==> src/rtl/gkg_pkg.sv <==
// gkg_pkg: shared constants, types and helper functions of the gaussian kernel generator
`default_nettype none
package gkg_pkg;

	localparam int MAX_TAPS    = 63;
	localparam int MIN_TAPS    = 3;
	localparam int MIN_ODD     = MIN_TAPS | 1;
	localparam int MAX_ODD     = (MAX_TAPS % 2 == 0) ? MAX_TAPS - 1 : MAX_TAPS;
	localparam int FIXED_TAPS  = 3;
	localparam int IDX_W       = 6;
	localparam int CUT_W       = 12;
	localparam int SIG_W       = 16;
	localparam int COEF_W      = 24;
	localparam int TAP_W       = 40;
	localparam int SUM_W       = 48;
	localparam int DIV_W       = 64;
	localparam int DEN_W       = 48;
	localparam int STEP_W      = 7;
	localparam int QUEUE_DEPTH = 2;
	localparam int EXP_TERMS   = 13;

	localparam logic [CUT_W-1:0]  CUTOFF_RESET = 12'd768;
	localparam logic [31:0]       EXP_M1       = 32'd1580030169;
	localparam logic [TAP_W-1:0]  TAP_LIMIT    = 40'h7F_FFFF_FFFF;
	localparam logic [TAP_W-1:0]  ONE_Q22      = 40'h00_0040_0000;
	localparam logic [TAP_W-1:0]  HALF_Q22     = 40'h00_0020_0000;
	localparam logic [TAP_W-1:0]  TWO_Q22      = 40'h00_0080_0000;

	localparam logic [STEP_W-1:0] A_STEPS    = 7'd42;
	localparam logic [STEP_W-1:0] P_STEPS    = 7'd49;
	localparam logic [STEP_W-1:0] FULL_STEPS = 7'd64;

	typedef enum logic [1:0] {
		KIND_SMOOTH = 2'd0,
		KIND_D1     = 2'd1,
		KIND_D2     = 2'd2
	} kind_t;

	typedef struct packed {
		logic [SIG_W-1:0] sigma;
		logic [IDX_W-1:0] n;
		kind_t            kind;
		logic             norm;
	} job_t;

	typedef struct packed {
		logic              start;
		logic [DIV_W-1:0]  num;
		logic [DEN_W-1:0]  den;
		logic [STEP_W-1:0] steps;
	} div_req_t;

	typedef struct packed {
		logic             busy;
		logic             done;
		logic [DIV_W-1:0] quot;
	} div_rsp_t;

	typedef enum logic [4:0] {
		ST_IDLE,
		ST_GSET,
		ST_GDIVA,
		ST_EMUL,
		ST_EDIV,
		ST_EWAIT,
		ST_EPOW,
		ST_EPOWR,
		ST_GTAP,
		ST_GDIVP,
		ST_MLO,
		ST_MHI,
		ST_MSUM,
		ST_GDIV2,
		ST_ZGEN,
		ST_SRD,
		ST_SACC,
		ST_DSEL,
		ST_ORD,
		ST_OCALC,
		ST_ODIV,
		ST_OFMT
	} back_state_t;

	// clip a magnitude to the tap range and apply the sign
	function automatic logic signed [TAP_W-1:0] clamp_tap(input logic [DIV_W-1:0] mag,
			input logic neg);
		logic [TAP_W-1:0] m;
		m = (mag > DIV_W'(TAP_LIMIT)) ? TAP_LIMIT : mag[TAP_W-1:0];
		return neg ? -signed'(m) : signed'(m);
	endfunction

	// reciprocal of a series term index, floor(2^(32+l)/k)+1 with l = ceil(log2 k)
	function automatic logic [32:0] recip_k(input logic [3:0] k);
		logic [32:0] m;
		case (k)
			4'd1, 4'd2, 4'd4, 4'd8: m = 33'd4294967297;
			4'd3, 4'd6, 4'd12:      m = 33'd5726623062;
			4'd5, 4'd10:            m = 33'd6871947674;
			4'd7:                   m = 33'd4908534053;
			4'd9:                   m = 33'd7635497416;
			4'd11:                  m = 33'd6247225158;
			4'd13:                  m = 33'd5286113596;
			default:                m = '0;
		endcase
		return m;
	endfunction

	// quotient from the reciprocal product of a 32-bit value
	function automatic logic [32:0] recip_quot(input logic [64:0] p, input logic [3:0] k);
		logic [32:0] q;
		if (k == 4'd1) q = p[64:32];
		else if (k == 4'd2) q = {1'b0, p[64:33]};
		else if (k inside {[4'd3:4'd4]}) q = {2'b0, p[64:34]};
		else if (k inside {[4'd5:4'd8]}) q = {3'b0, p[64:35]};
		else q = {4'b0, p[64:36]};
		return q;
	endfunction

	// fixed kernels for zero sigma
	function automatic logic signed [TAP_W-1:0] zero_tap(input kind_t k,
			input logic [IDX_W-1:0] i, input logic [IDX_W-1:0] c);
		logic signed [TAP_W-1:0] v;
		v = '0;
		case (k)
			KIND_SMOOTH: begin
				v = (i == c) ? signed'(ONE_Q22) : '0;
			end
			KIND_D1: begin
				if (i < c) v = -signed'(HALF_Q22);
				else if (i == c) v = '0;
				else v = signed'(HALF_Q22);
			end
			KIND_D2: begin
				v = (i == c) ? -signed'(TWO_Q22) : signed'(ONE_Q22);
			end
			default: begin
				v = '0;
			end
		endcase
		return v;
	endfunction

endpackage
`default_nettype wire

==> src/rtl/gkg_div.sv <==
// gkg_div: shared restoring divider, one quotient bit per cycle
`default_nettype none
module gkg_div (
	input  logic              clk,
	input  logic              arst_n,
	input  gkg_pkg::div_req_t req,
	output gkg_pkg::div_rsp_t rsp
);
	import gkg_pkg::*;

	logic              run_q;
	logic              done_q;
	logic [STEP_W-1:0] cnt_q;
	logic [DEN_W-1:0]  rem_q;
	logic [DEN_W-1:0]  den_q;
	logic [DIV_W-1:0]  quo_q;
	logic [DEN_W:0]    rem_sh;
	logic [DEN_W:0]    rem_sub;
	logic              ge;

	assign rem_sh  = {rem_q, quo_q[DIV_W-1]};
	assign ge      = rem_sh >= {1'b0, den_q};
	assign rem_sub = rem_sh - {1'b0, den_q};

	assign rsp.busy = run_q;
	assign rsp.done = done_q;
	assign rsp.quot = quo_q;

	always_ff @(posedge clk or negedge arst_n) begin
		if (!arst_n) begin
			run_q  <= 1'b0;
			done_q <= 1'b0;
			cnt_q  <= '0;
		end else begin
			done_q <= 1'b0;
			if (req.start) begin
				run_q <= 1'b1;
				cnt_q <= req.steps;
			end else if (run_q) begin
				cnt_q <= cnt_q - 1'b1;
				if (cnt_q == STEP_W'(1)) begin
					run_q  <= 1'b0;
					done_q <= 1'b1;
				end
			end
		end
	end

	always_ff @(posedge clk) begin
		if (req.start) begin
			rem_q <= '0;
			den_q <= req.den;
			quo_q <= req.num << (STEP_W'(DIV_W) - req.steps);
		end else if (run_q) begin
			rem_q <= ge ? rem_sub[DEN_W-1:0] : rem_sh[DEN_W-1:0];
			quo_q <= {quo_q[DIV_W-2:0], ge};
		end
	end

	assert property (@(posedge clk) disable iff (!arst_n) run_q |-> (cnt_q != '0))
		else $error("divider running with no steps left");
	assert property (@(posedge clk) disable iff (!arst_n) done_q |-> !run_q)
		else $error("divider done while running");
	assert property (@(posedge clk) disable iff (!arst_n) req.start |=> run_q)
		else $error("divider did not start");

endmodule
`default_nettype wire

==> config.mk <==
export PLATFORM = sky130hd
export DESIGN_NAME = gkg_div
export DESIGN_NICKNAME = d
export VERILOG_FILES = /design/src/rtl/gkg_pkg.sv /design/src/rtl/gkg_div.sv
export SDC_FILE = /design/constraint.sdc
export NUM_CORES = 1
export LEC_CHECK = 0
export BUFFER_PORTS_ARGS = -buffer_cell sky130_fd_sc_hd__buf_2
export CAP_MARGIN = 0
export CELL_PAD_IN_SITES_DETAIL_PLACEMENT = 0
export CELL_PAD_IN_SITES_GLOBAL_PLACEMENT = 1
export CORE_MARGIN = 1.5
export CORE_UTILIZATION = 40
export DETAILED_ROUTE_END_ITERATION = 8
export HOLD_SLACK_MARGIN = 0.06
export PLACE_DENSITY_LB_ADDON = 0.25
export SKIP_CTS_REPAIR_TIMING = 1
export SYNTH_ARGS = -nofsm -noshare
export SYNTH_HDL_FRONTEND = slang
export SYNTH_SLANG_ARGS = --single-unit
==> constraint.sdc <==
create_clock -name clk -period 3.1 [get_ports clk]
set_clock_uncertainty 0.1 [all_clocks]
set_input_delay 0.62 -clock clk [delete_from_list [all_inputs] [get_ports clk]]
set_output_delay 0.62 -clock clk [all_outputs]
set_load 0.01 [all_outputs]
* Yosys cells after proc, flatten, opt, wreduce, memory -nomap -nowiden
Index checks and enable logic that the tools add are counted.
** Storage, ports and cells
- Flip-flop bits (word level) :: 169
- Output and inout bits :: 66
- Input port bits :: 122
** Operators by class
- Magnitude comparators :: 1
- Reduce and logical (&&, ||, !) cells :: 1
- Add/sub/neg operators :: 3
- Shifts and indexed selects :: 1
- Eq/ne operators :: 1
- Mux-type cells :: 11
** Operator list (count)
- two-way mux 64 bit :: 2
- left shift 64 x 7 -> 64 bit :: 1
- greater-or-equal comparator 49 x 48 -> 1 bit :: 1
- two-way mux 48 bit :: 1
- subtractor 48 bit :: 1
- two-way mux 7 bit :: 2
- equality test 7 x 1 -> 1 bit, second input constant :: 1
- subtractor 7 x 1 -> 7 bit, second input constant :: 1
- subtractor 7 bit, first input constant :: 1
- two-way mux 1 bit :: 6
- nonzero test 2 bit :: 1

* Longest topological paths before layout
Gate-level depths: netlist of the first run.
- Depth in word-level cells :: 4
- Depth in mapped cells :: 15
- Mapped depth without buffers :: 12

* Least setup slack after synthesis of the first run
OpenSTA, ideal clock, no wires.
- Path type :: in2reg
- Start point :: input req[0] in the netlist's numbering
- End point :: register quo_q[62] (data pin)
- Setup time :: 0.275 ns
- Slack :: -0.611 ns
- Arrival time :: 3.336 ns
- Buffers on the path :: 4
- Stages on the path :: 12
- Path through :: buf_2 > buf_1 > inv_1 > ha_1 > clkbuf_1 > xor2_1 > clkbuf_1 > o21ai_0 > o21ai_0 > nor2_1 > a21oi_1 > o221ai_1
** On the way
- Cells in the longest elaborated chain, start to end :: 3
** Ends and longest elaborated chain
- from (decl) :: line gkg_div.sv:6 : input gkg_pkg::div_req_t req,
- subtractor 7 bit :: line gkg_div.sv:53 : quo_q <= req.num << (STEP_W'(DIV_W) - req.steps);
- left shift 64 x 7 -> 64 bit :: line gkg_div.sv:53
- two-way mux 64 bit :: line gkg_div.sv:50 : if (req.start) begin
- to (signal assigned) :: line gkg_div.sv:53
- to (signal assigned) :: line gkg_div.sv:56 : quo_q <= {quo_q[DIV_W-2:0], ge};
- to (decl) :: line gkg_div.sv:16 : logic [DIV_W-1:0] quo_q;
No other way between the ends.
A chain may end at the register's enable or synchronous reset.

* Final worst setup path of the first run
- Start point :: register den_q[1]
- End point :: register rem_q[39]
** On the way
- Cells in the longest elaborated chain, start to end :: 2
- Elaborated cells between the ends (all ways) :: 3
** Ends and longest elaborated chain
- from (decl) :: line gkg_div.sv:15 : logic [DEN_W-1:0] den_q;
- from (signal assigned) :: line gkg_div.sv:52 : den_q <= req.den;
- subtractor 48 bit or greater-or-equal comparator 49 x 48 -> 1 bit (tied branches) :: line gkg_div.sv:23, gkg_div.sv:22
- two-way mux 48 bit (*) :: line gkg_div.sv:55 : rem_q <= ge ? rem_sub[DEN_W-1:0] : rem_sh[DEN_W-1:0];
- to (signal assigned) :: line gkg_div.sv:55
- to (decl) :: line gkg_div.sv:14 : logic [DEN_W-1:0] rem_q;
Every way passes the cells marked *; elsewhere a longest branch is shown, timed or not.

==> Implementation_results.wiki, run 1 <==
{| class="wikitable"
! Metric !! Value
|-
| Result of the run || complete, no violations
|-
| Cell area after synthesis || 13300 µm²
|-
| Syn Nets || 1741
|-
| Synth Warn # || 0
|-
| Portion of the clock cycle consumed by the worst path in the final layout || 0.968
|-
| Synthesized netlist cell count || 1567
|-
| Area enclosed by the die boundary || 34300 µm²
|-
| Wire length per cell || 19.1 µm
|-
| Via density || 5.53
|-
| DRC || 0
|-
| Post-route setup slack || 0.0995 ns
|-
| Synth async-reset ratio || 0.0533
|-
| Num rows || 66
|-
| Dominant combinational cell family by area after synthesis || compound AO/OA/AOI/OAI gates
|-
| Startpoint types || flip-flop
|-
| Detailed Place HPWL || 34.5 mm
|-
| Post-route cell area || 16700 µm²
|-
| Grt ovf || 0
|-
| Share of cells above drive strength 1 || 0.260
|-
| Via count of the routed design || 12700
|-
| Compound-cell area share of the yosys netlist || 0.214
|-
| Wire length of the first global-routing pass || 67.9 mm
|-
| Number of antenna-violating nets in the routed design || 0
|-
| Overall Power || 9810 µW
|-
| Cell Pwr Density || 586 nW/µm²
|-
| Final setup violating endpoints || 0
|-
| Largest voltage drop on the vdd net || 387 µV
|-
| Area growth syn-to-layout || 25.9%
|-
| Adder and majority gate portion of the synthesized area || 0.0495
|-
| Maximum capacitance violations || 0
|-
| Multiplexer share of the synthesized area || 0.126
|-
| Detailed Routing Iterations Pass 1 || 8
|-
| Largest fanout of any net on the critical path || 3
|-
| Final standard cell count with taps included and fillers excluded || 2304
|-
| Slowest cell on crit path || sky130_fd_sc_hd__or3b_4
|-
| Register cell area after layout || 4550 µm²
|-
| Number of antenna diodes || 0
|-
| Number of buffers and inverters on the critical path || 1
|-
| Floorplan Core Area || 32600 µm²
|-
| Arrival time at the worst endpoint || 3.26 ns
|-
| Distinct cell type count of the synthesized netlist || 72
|-
| TritonCTS clock tree || yes
|-
| Top flip-flop cell by instance count after synthesis || sky130_fd_sc_hd__edfxtp_1
|-
| Worst Path Class, Setup || reg -> reg
|-
| XOR/XNOR Fraction of Synth Area || 0.0329
|-
| Number of levels the H-tree was split into || 4
|-
| Number of hold violations in the final report || 0
|-
| Number of placed cells counting well taps || 2269
|-
| Total area of multi-input combinational cells || 8100 µm²
|-
| Critical path data required time || 3.36 ns
|-
| Clk sink count || 169
|-
| Height of the die || 185 µm
|-
| Max incr delay on CP || 0.42 ns
|-
| Antenna violations before repair || 1
|-
| Area share of and/or/nand/nor cells after synthesis || 0.171
|-
| Fraction of post-synthesis cell area in the top cell type by area || 0.253
|-
| Critical path cell sequence || inv_1 > ha_1 > and2b_2 > o21bai_4 > and2_4 > o311a_1 > or3b_4 > a211o_1 > nand4b_1 > o2111ai_2 > a311oi_2
|-
| Largest net degree at the start of global routing || 111
|-
| Min cycle time layout || 3.00 ns
|-
| Number of synthesized register bits || 169
|-
| Area of placed instances || 16000 µm²
|-
| Largest cells by area after synthesis || sky130_fd_sc_hd__edfxtp_1 25%, sky130_fd_sc_hd__dfxtp_1 7.2%, sky130_fd_sc_hd__nand2_1 6.3%, sky130_fd_sc_hd__mux2i_1 6.2%, sky130_fd_sc_hd__mux4_2 5.4%
|-
| Number of synthesized flops with an enable pin || 112
|-
| Timing-limited maximum frequency || 333 MHz
|-
| Layout Nets || 2023
|-
| Post-synthesis sequential area ratio || 0.342
|-
| Die Width || 185 µm
|-
| Initial standard-cell utilization of the core || 0.408
|-
| Master cell of the clock root buffer || sky130_fd_sc_hd__clkbuf_16
|-
| Clock Tree Buf Depth || 2
|-
| Worst slack at placement || -0.191 ns
|-
| Final RePlAce weighted congestion || 0.933
|-
| Pin slew with the least headroom to its limit || 0.919 ns
|-
| Critical path capture point type || flip-flop
|-
| Number of max-slew violations in the final report || 0
|-
| Cell leakage power || 0.00720 µW
|-
| Skew-Pair Late Insertion Delay || 0.45 ns
|-
| Clock transition at the registers of the reported paths || 0.08 ns
|-
| Mean area per synthesized cell || 8.49 µm²
|-
| Kind of path behind the tightest hold check || in -> reg
|-
| Worst relative slew slack || 0.388
|-
| Cell family contributing the most delay on the critical path || compound AO/OA/AOI/OAI gates
|-
| TritonCTS buffer count || 17
|-
| Number of global-route vias before repair || 12700
|-
| Count of buffers from port buffering || 187
|-
| Total global routing track utilization || 0.260
|-
| Count of filler cells inserted in the layout || 3192
|-
| Count of pins on the block boundary || 188
|-
| DRT iter0 DRCs || 924
|-
| Largest area contributor in the synthesized netlist || sky130_fd_sc_hd__edfxtp_1
|-
| Routed WL || 44.1 mm
|}
metrics by stage:
step | setup TNS (ns) | hold slack (ns) | utilization
after global placement | -1.90 | 0.370 | 0.490
final | 0 | 0.239 | 0.513
after global routing | -0.0447 | 0.221 | 0.513
after floorplan | 0 | 0.224 | -
after CTS | -0.115 | -0.113 | 0.509
after detailed placement | -2.54 | 0.382 | 0.490
path summary, 6_finish.rpt:
path	start	to	slack [ns]	depth (start not counted)
setup / recovery	den_q[1]	rem_q[39]	0.1	11
max in group asynchronous	arst_n	run_q	2.25	2
hold reg to reg	rem_q[14]	rem_q[14]	0.38	2
min in group asynchronous	arst_n	cnt_q[3]	0.44	2
hold / removal	req[39]	den_q[32]	0.24	1
setup reg to reg	den_q[1]	rem_q[39]	0.1	11
synthesized netlist by cell type, types with 34 or more instances:
cell,number
sky130_fd_sc_hd__nor2_1,151
sky130_fd_sc_hd__clkbuf_1,77
sky130_fd_sc_hd__o22ai_1,34
sky130_fd_sc_hd__dfxtp_1,48
sky130_fd_sc_hd__nand2_1,224
sky130_fd_sc_hd__ha_1,51
sky130_fd_sc_hd__a21oi_1,116
sky130_fd_sc_hd__inv_1,110
sky130_fd_sc_hd__a211oi_1,35
sky130_fd_sc_hd__edfxtp_1,112
sky130_fd_sc_hd__o21ai_0,91
sky130_fd_sc_hd__mux2i_1,82
power by group:
group | switching (µW) | leakage [µW] | internal (µW) | total, µW
sequential | 248 | 0.00173 | 2760 | 3010
clock | 981 | 0.000299 | 1300 | 2290
combinational | 2520 | 0.00517 | 1990 | 4510
per-layer routing:
metal | track usage | routed length [µm] | vias to the layer above
li1 | - | - | 6283
met1 | 0.289 | 17300 | 6047
met2 | 0.493 | 23400 | 337
met3 | 0.0356 | 1780 | 80
met4 | 0.105 | 1560 | 0
met5 | 0 | 0 | -
sequential cells by signal, summed over array words and instances (netlist names):
| name | cells |
|---|---|
| done_q | 1 |
| rem_q | 48 |
| run_q | 1 |
| cnt_q | 7 |
| den_q | 48 |
| quo_q | 64 |
cells in the final DEF, fill, tap and decap left out, types with 21 or more instances in the layout:
cell type                  instances
sky130_fd_sc_hd__nand2_1         224
sky130_fd_sc_hd__buf_2           185
sky130_fd_sc_hd__buf_4           166
sky130_fd_sc_hd__nor2_1          151
sky130_fd_sc_hd__a21oi_1         113
sky130_fd_sc_hd__edfxtp_1        112
sky130_fd_sc_hd__inv_1           109
sky130_fd_sc_hd__o21ai_0          83
sky130_fd_sc_hd__mux2i_1          82
sky130_fd_sc_hd__dfxtp_1          48
sky130_fd_sc_hd__ha_1             45
sky130_fd_sc_hd__o22ai_1          34
sky130_fd_sc_hd__a211oi_1         33
sky130_fd_sc_hd__o221ai_1         33
sky130_fd_sc_hd__mux4_2           32
sky130_fd_sc_hd__nand2b_1         31
sky130_fd_sc_hd__xnor2_1          25
sky130_fd_sc_hd__o211ai_1         21
cell families (layout without fill, tap and decap cells):
logic type / count (synthesis) / count (layout)
buffers and inverters: 217 / 512
xor gates and xnor gates: 50 / 50
muxes: 126 / 126
adders and majority gates: 52 / 52
AOI/OAI and AO/OA: 440 / 440
and+or+nand+nor: 513 / 513
DFF: 169 / 169
final cells by class:
class / count / share of cell area
flip-flops and latches: 169 / 0.272
inverters: 111 / 0.0250
repair buffers: 369 / 0.150
well taps: 442 / 0.0330
clock inverters: 12 / 0.00971
multi-input cells: 1181 / 0.484
clock buffers: 20 / 0.0267
No activity file was read; power rests on OpenSTA's default activity.
==> run 2: changes to the inputs <==
--- a/config.mk
+++ b/config.mk
@@ -12,6 +12,7 @@
 export CORE_MARGIN = 1.5
 export CORE_UTILIZATION = 40
 export DETAILED_ROUTE_END_ITERATION = 8
+export GPL_TIMING_DRIVEN = 0
 export HOLD_SLACK_MARGIN = 0.06
 export PLACE_DENSITY_LB_ADDON = 0.25
 export SKIP_CTS_REPAIR_TIMING = 1
==> constraint.sdc (replaced) <==
create_clock -name clk -period 3.1 [get_ports clk]
set_clock_uncertainty 0.1 [all_clocks]
set_input_delay 0.155 -clock clk [delete_from_list [all_inputs] [get_ports clk]]
set_output_delay 0.155 -clock clk [all_outputs]
set_load 0.01 [all_outputs]
==> run 2 against run 1 <==
  * Clock power shrank 6%
  * Cell area is 0.55% lower
  * Cell count shrank 0.13%
  * Combinational power decreased by 2%
  * Die area unchanged
  * Non-clock buffer count decreased by 3
  * First-iteration DRC count up 31%
  * Sequential share of layout area increased by 0.14 points
  * Utilization fell by 0.28 points
  * Critical path type unchanged
  * Largest cell class unchanged
==> Implementation_results.wiki, run 2 (synthesis gave the netlist of run 1 again) <==
{| class="wikitable"
! Metric !! Value
|-
| Via count of the routed design || 13300
|-
| Grt ovf || 0
|-
| Register-to-register setup slack || 0.03 ns
|-
| Pin slew with the least headroom to its limit || 0.828 ns
|-
| Kind of path behind the tightest hold check || in -> reg
|-
| Largest net degree at the start of global routing || 52
|-
| TritonCTS buffer count || 17
|-
| Number of buffers and inverters on the critical path || 0
|-
| Number of levels the H-tree was split into || 4
|-
| Met3 routed WL || 2.91 mm
|-
| Largest fanout of any net on the critical path || 4
|-
| Detailed Routing Iterations Pass 1 || 6
|-
| Worst relative slew slack || 0.448
|-
| Cell family contributing the most delay on the critical path || simple AND/OR/NAND/NOR gates
|-
| Critical path cell sequence || ha_2 > fa_2 > nand2b_4 > a21oi_4 > nor2b_4 > o21ai_2 > a221o_2 > nand2_2 > and3_1 > or4_4 > a311oi_2
|-
| Post-route setup slack || 0.0349 ns
|-
| Final setup violating endpoints || 0
|-
| Number of hold violations in the final report || 0
|-
| Layout Nets || 2020
|-
| DRC || 0
|-
| Post-route cell area || 16700 µm²
|-
| Levels on crit path || 11
|-
| Number of antenna-violating nets in the routed design || 0
|-
| Clock transition at the registers of the reported paths || 0.07 ns
|-
| Worst slack at placement || -1.30 ns
|-
| Num rows || 66
|-
| Min cycle time layout || 3.07 ns
|-
| Commonest non-fill, non-tap cell in the layout || sky130_fd_sc_hd__nand2_1
|-
| Max layer used || met4
|-
| Critical path capture point type || flip-flop
|-
| Timing-limited maximum frequency || 326 MHz
|-
| Number of global-route vias before repair || 12700
|-
| Startpoint types || flip-flop
|-
| TritonCTS clock tree || yes
|-
| R2R Path End || rem_q[32]
|-
| Launch instance of the worst register-to-register path || den_q[0]
|-
| Clock Tree Buf Depth || 2
|-
| Wire length of the first global-routing pass || 71.6 mm
|-
| Routed WL || 48.3 mm
|-
| Share of cells above drive strength 1 || 0.231
|-
| Arrival time at the worst endpoint || 3.32 ns
|-
| Height of the die || 185 µm
|-
| Routed met2 length || 24.3 mm
|-
| Floorplan Core Area || 32600 µm²
|-
| Final cell utilization of the core || 0.510
|-
| Detailed Place HPWL || 37.1 mm
|-
| Area of placed instances || 14800 µm²
|-
| Final-layout setup total negative slack || 0 ns
|-
| Max incr delay on CP || 0.46 ns
|-
| Master cell of the clock root buffer || sky130_fd_sc_hd__clkbuf_16
|-
| Result of the run || complete, no violations
|-
| Maximum capacitance violations || 0
|-
| Launching element of the worst setup path || den_q[0]
|-
| Initial standard-cell utilization of the core || 0.408
|-
| R2R depth || 11
|-
| Cell Pwr Density || 578 nW/µm²
|-
| Register with the most flip-flops || quo_q
|-
| DRT iter0 DRCs || 1211
|-
| Biggest regs || quo_q: 64 flops, den_q: 48 flops, rem_q: 48 flops
|-
| Via density || 5.79
|-
| Clk sink count || 169
|-
| Skew-Pair Late Insertion Delay || 0.46 ns
|-
| Portion of the clock cycle consumed by the worst path in the final layout || 0.989
|-
| Area enclosed by the die boundary || 34300 µm²
|-
| Number of max-slew violations in the final report || 0
|-
| Count of buffers from port buffering || 186
|-
| Cell leakage power || 0.00690 µW
|-
| Antenna violations before repair || 0
|-
| End point of the critical path || rem_q[32]
|-
| Area growth syn-to-layout || 25.2%
|-
| Wire length per cell || 21.0 µm
|-
| Slowest cell on crit path || sky130_fd_sc_hd__edfxtp_1
|-
| RSZ-0062 raised after global routing || true
|-
| Die Width || 185 µm
|-
| Critical path data required time || 3.36 ns
|-
| Worst Path Class, Setup || reg -> reg
|-
| Number of antenna diodes || 0
|-
| Count of filler cells inserted in the layout || 3157
|-
| Total global routing track utilization || 0.277
|-
| Final RePlAce weighted congestion || 0.953
|-
| Number of flip-flops under the largest register name || 64
|-
| Count of pins on the block boundary || 188
|-
| Metal-1 WL || 19.4 mm
|-
| Largest voltage drop on the vdd net || 500 µV
|-
| Highest-count cells in the layout ignoring fill and taps || 221 x sky130_fd_sc_hd__nand2_1, 199 x sky130_fd_sc_hd__buf_2, 150 x sky130_fd_sc_hd__nor2_1
|}
run 2: changes by cell type in the layout (fill, tap and decap cells not counted), sizes merged:
| cell | before | now |
|---|---|---|
| dlygate4sd3 | 1 | 55 |
| buf | 368 | 237 |
| bufinv | 3 | 1 |
| clkinvlp | 0 | 5 |
| clkbuf | 20 | 91 |
run 2: report_power, final:
part | internal (µW) | leakage (µW) | total (µW) | switching [µW]
clock network | 1120 | 0.000265 | 2150 | 1030
logic | 1790 | 0.00490 | 4440 | 2650
registers | 2760 | 0.00173 | 3030 | 263
total | 5670 | 0.00690 | 9620 | 3950
run 2: cell type report:
class                   instances  area [µm²]  share of cell area
inverters                     111         420              0.0252
plain buffers                  99         500              0.0301
repair buffers                267        1690               0.102
flip-flops and latches        169        4550               0.273
well taps                     442         553              0.0332
clock inverters                15         143             0.00857
multi-input cells            1181        8370               0.503
clock buffers                  17         425              0.0255
run 2: worst register-to-register path, cell delays in order, from the launching register on:
cell	delay [ns]
sky130_fd_sc_hd__edfxtp_1	0.46
sky130_fd_sc_hd__ha_2	0.25
sky130_fd_sc_hd__fa_2	0.38
sky130_fd_sc_hd__nand2b_4	0.18
sky130_fd_sc_hd__a21oi_4	0.20
sky130_fd_sc_hd__nor2b_4	0.07
sky130_fd_sc_hd__o21ai_2	0.19
sky130_fd_sc_hd__a221o_2	0.27
sky130_fd_sc_hd__nand2_2	0.07
sky130_fd_sc_hd__and3_1	0.16
sky130_fd_sc_hd__or4_4	0.42
sky130_fd_sc_hd__a311oi_2	0.23
run 2: how the worst min path moves through the flow:
stage | start | end | slack (ns) | depth (start not counted)
3_5_place_dp | arst_n | cnt_q[5] | -0.08 | 1
4_1_cts | arst_n | cnt_q[5] | -0.56 | 1
6_report | req[2] | cnt_q[2] | 0.18 | 3
2_1_floorplan | arst_n | cnt_q[0] | -0.24 | 0
5_1_grt | req[2] | cnt_q[2] | 0.22 | 3
3_3_place_gp | arst_n | cnt_q[5] | -0.08 | 1
run 2: layer usage:
| metal | vias to the layer above | track usage |
|---|---|---|
| met1 | 6451 | 0.333 |
| li1 | 6267 | - |
| met5 | - | 0 |
| met2 | 513 | 0.495 |
| met4 | 0 | 0.0995 |
| met3 | 102 | 0.0480 |
run 2: stage by stage:
step                cells  total power (µW)  hold WS (ns)
global route         2301             10200         0.220
global placement     2195              6910       -0.0839
floorplan            1567              5700        -0.241
finish               2301              9620         0.180
CTS                  2228              9060        -0.559
detailed placement   2196              6920       -0.0792
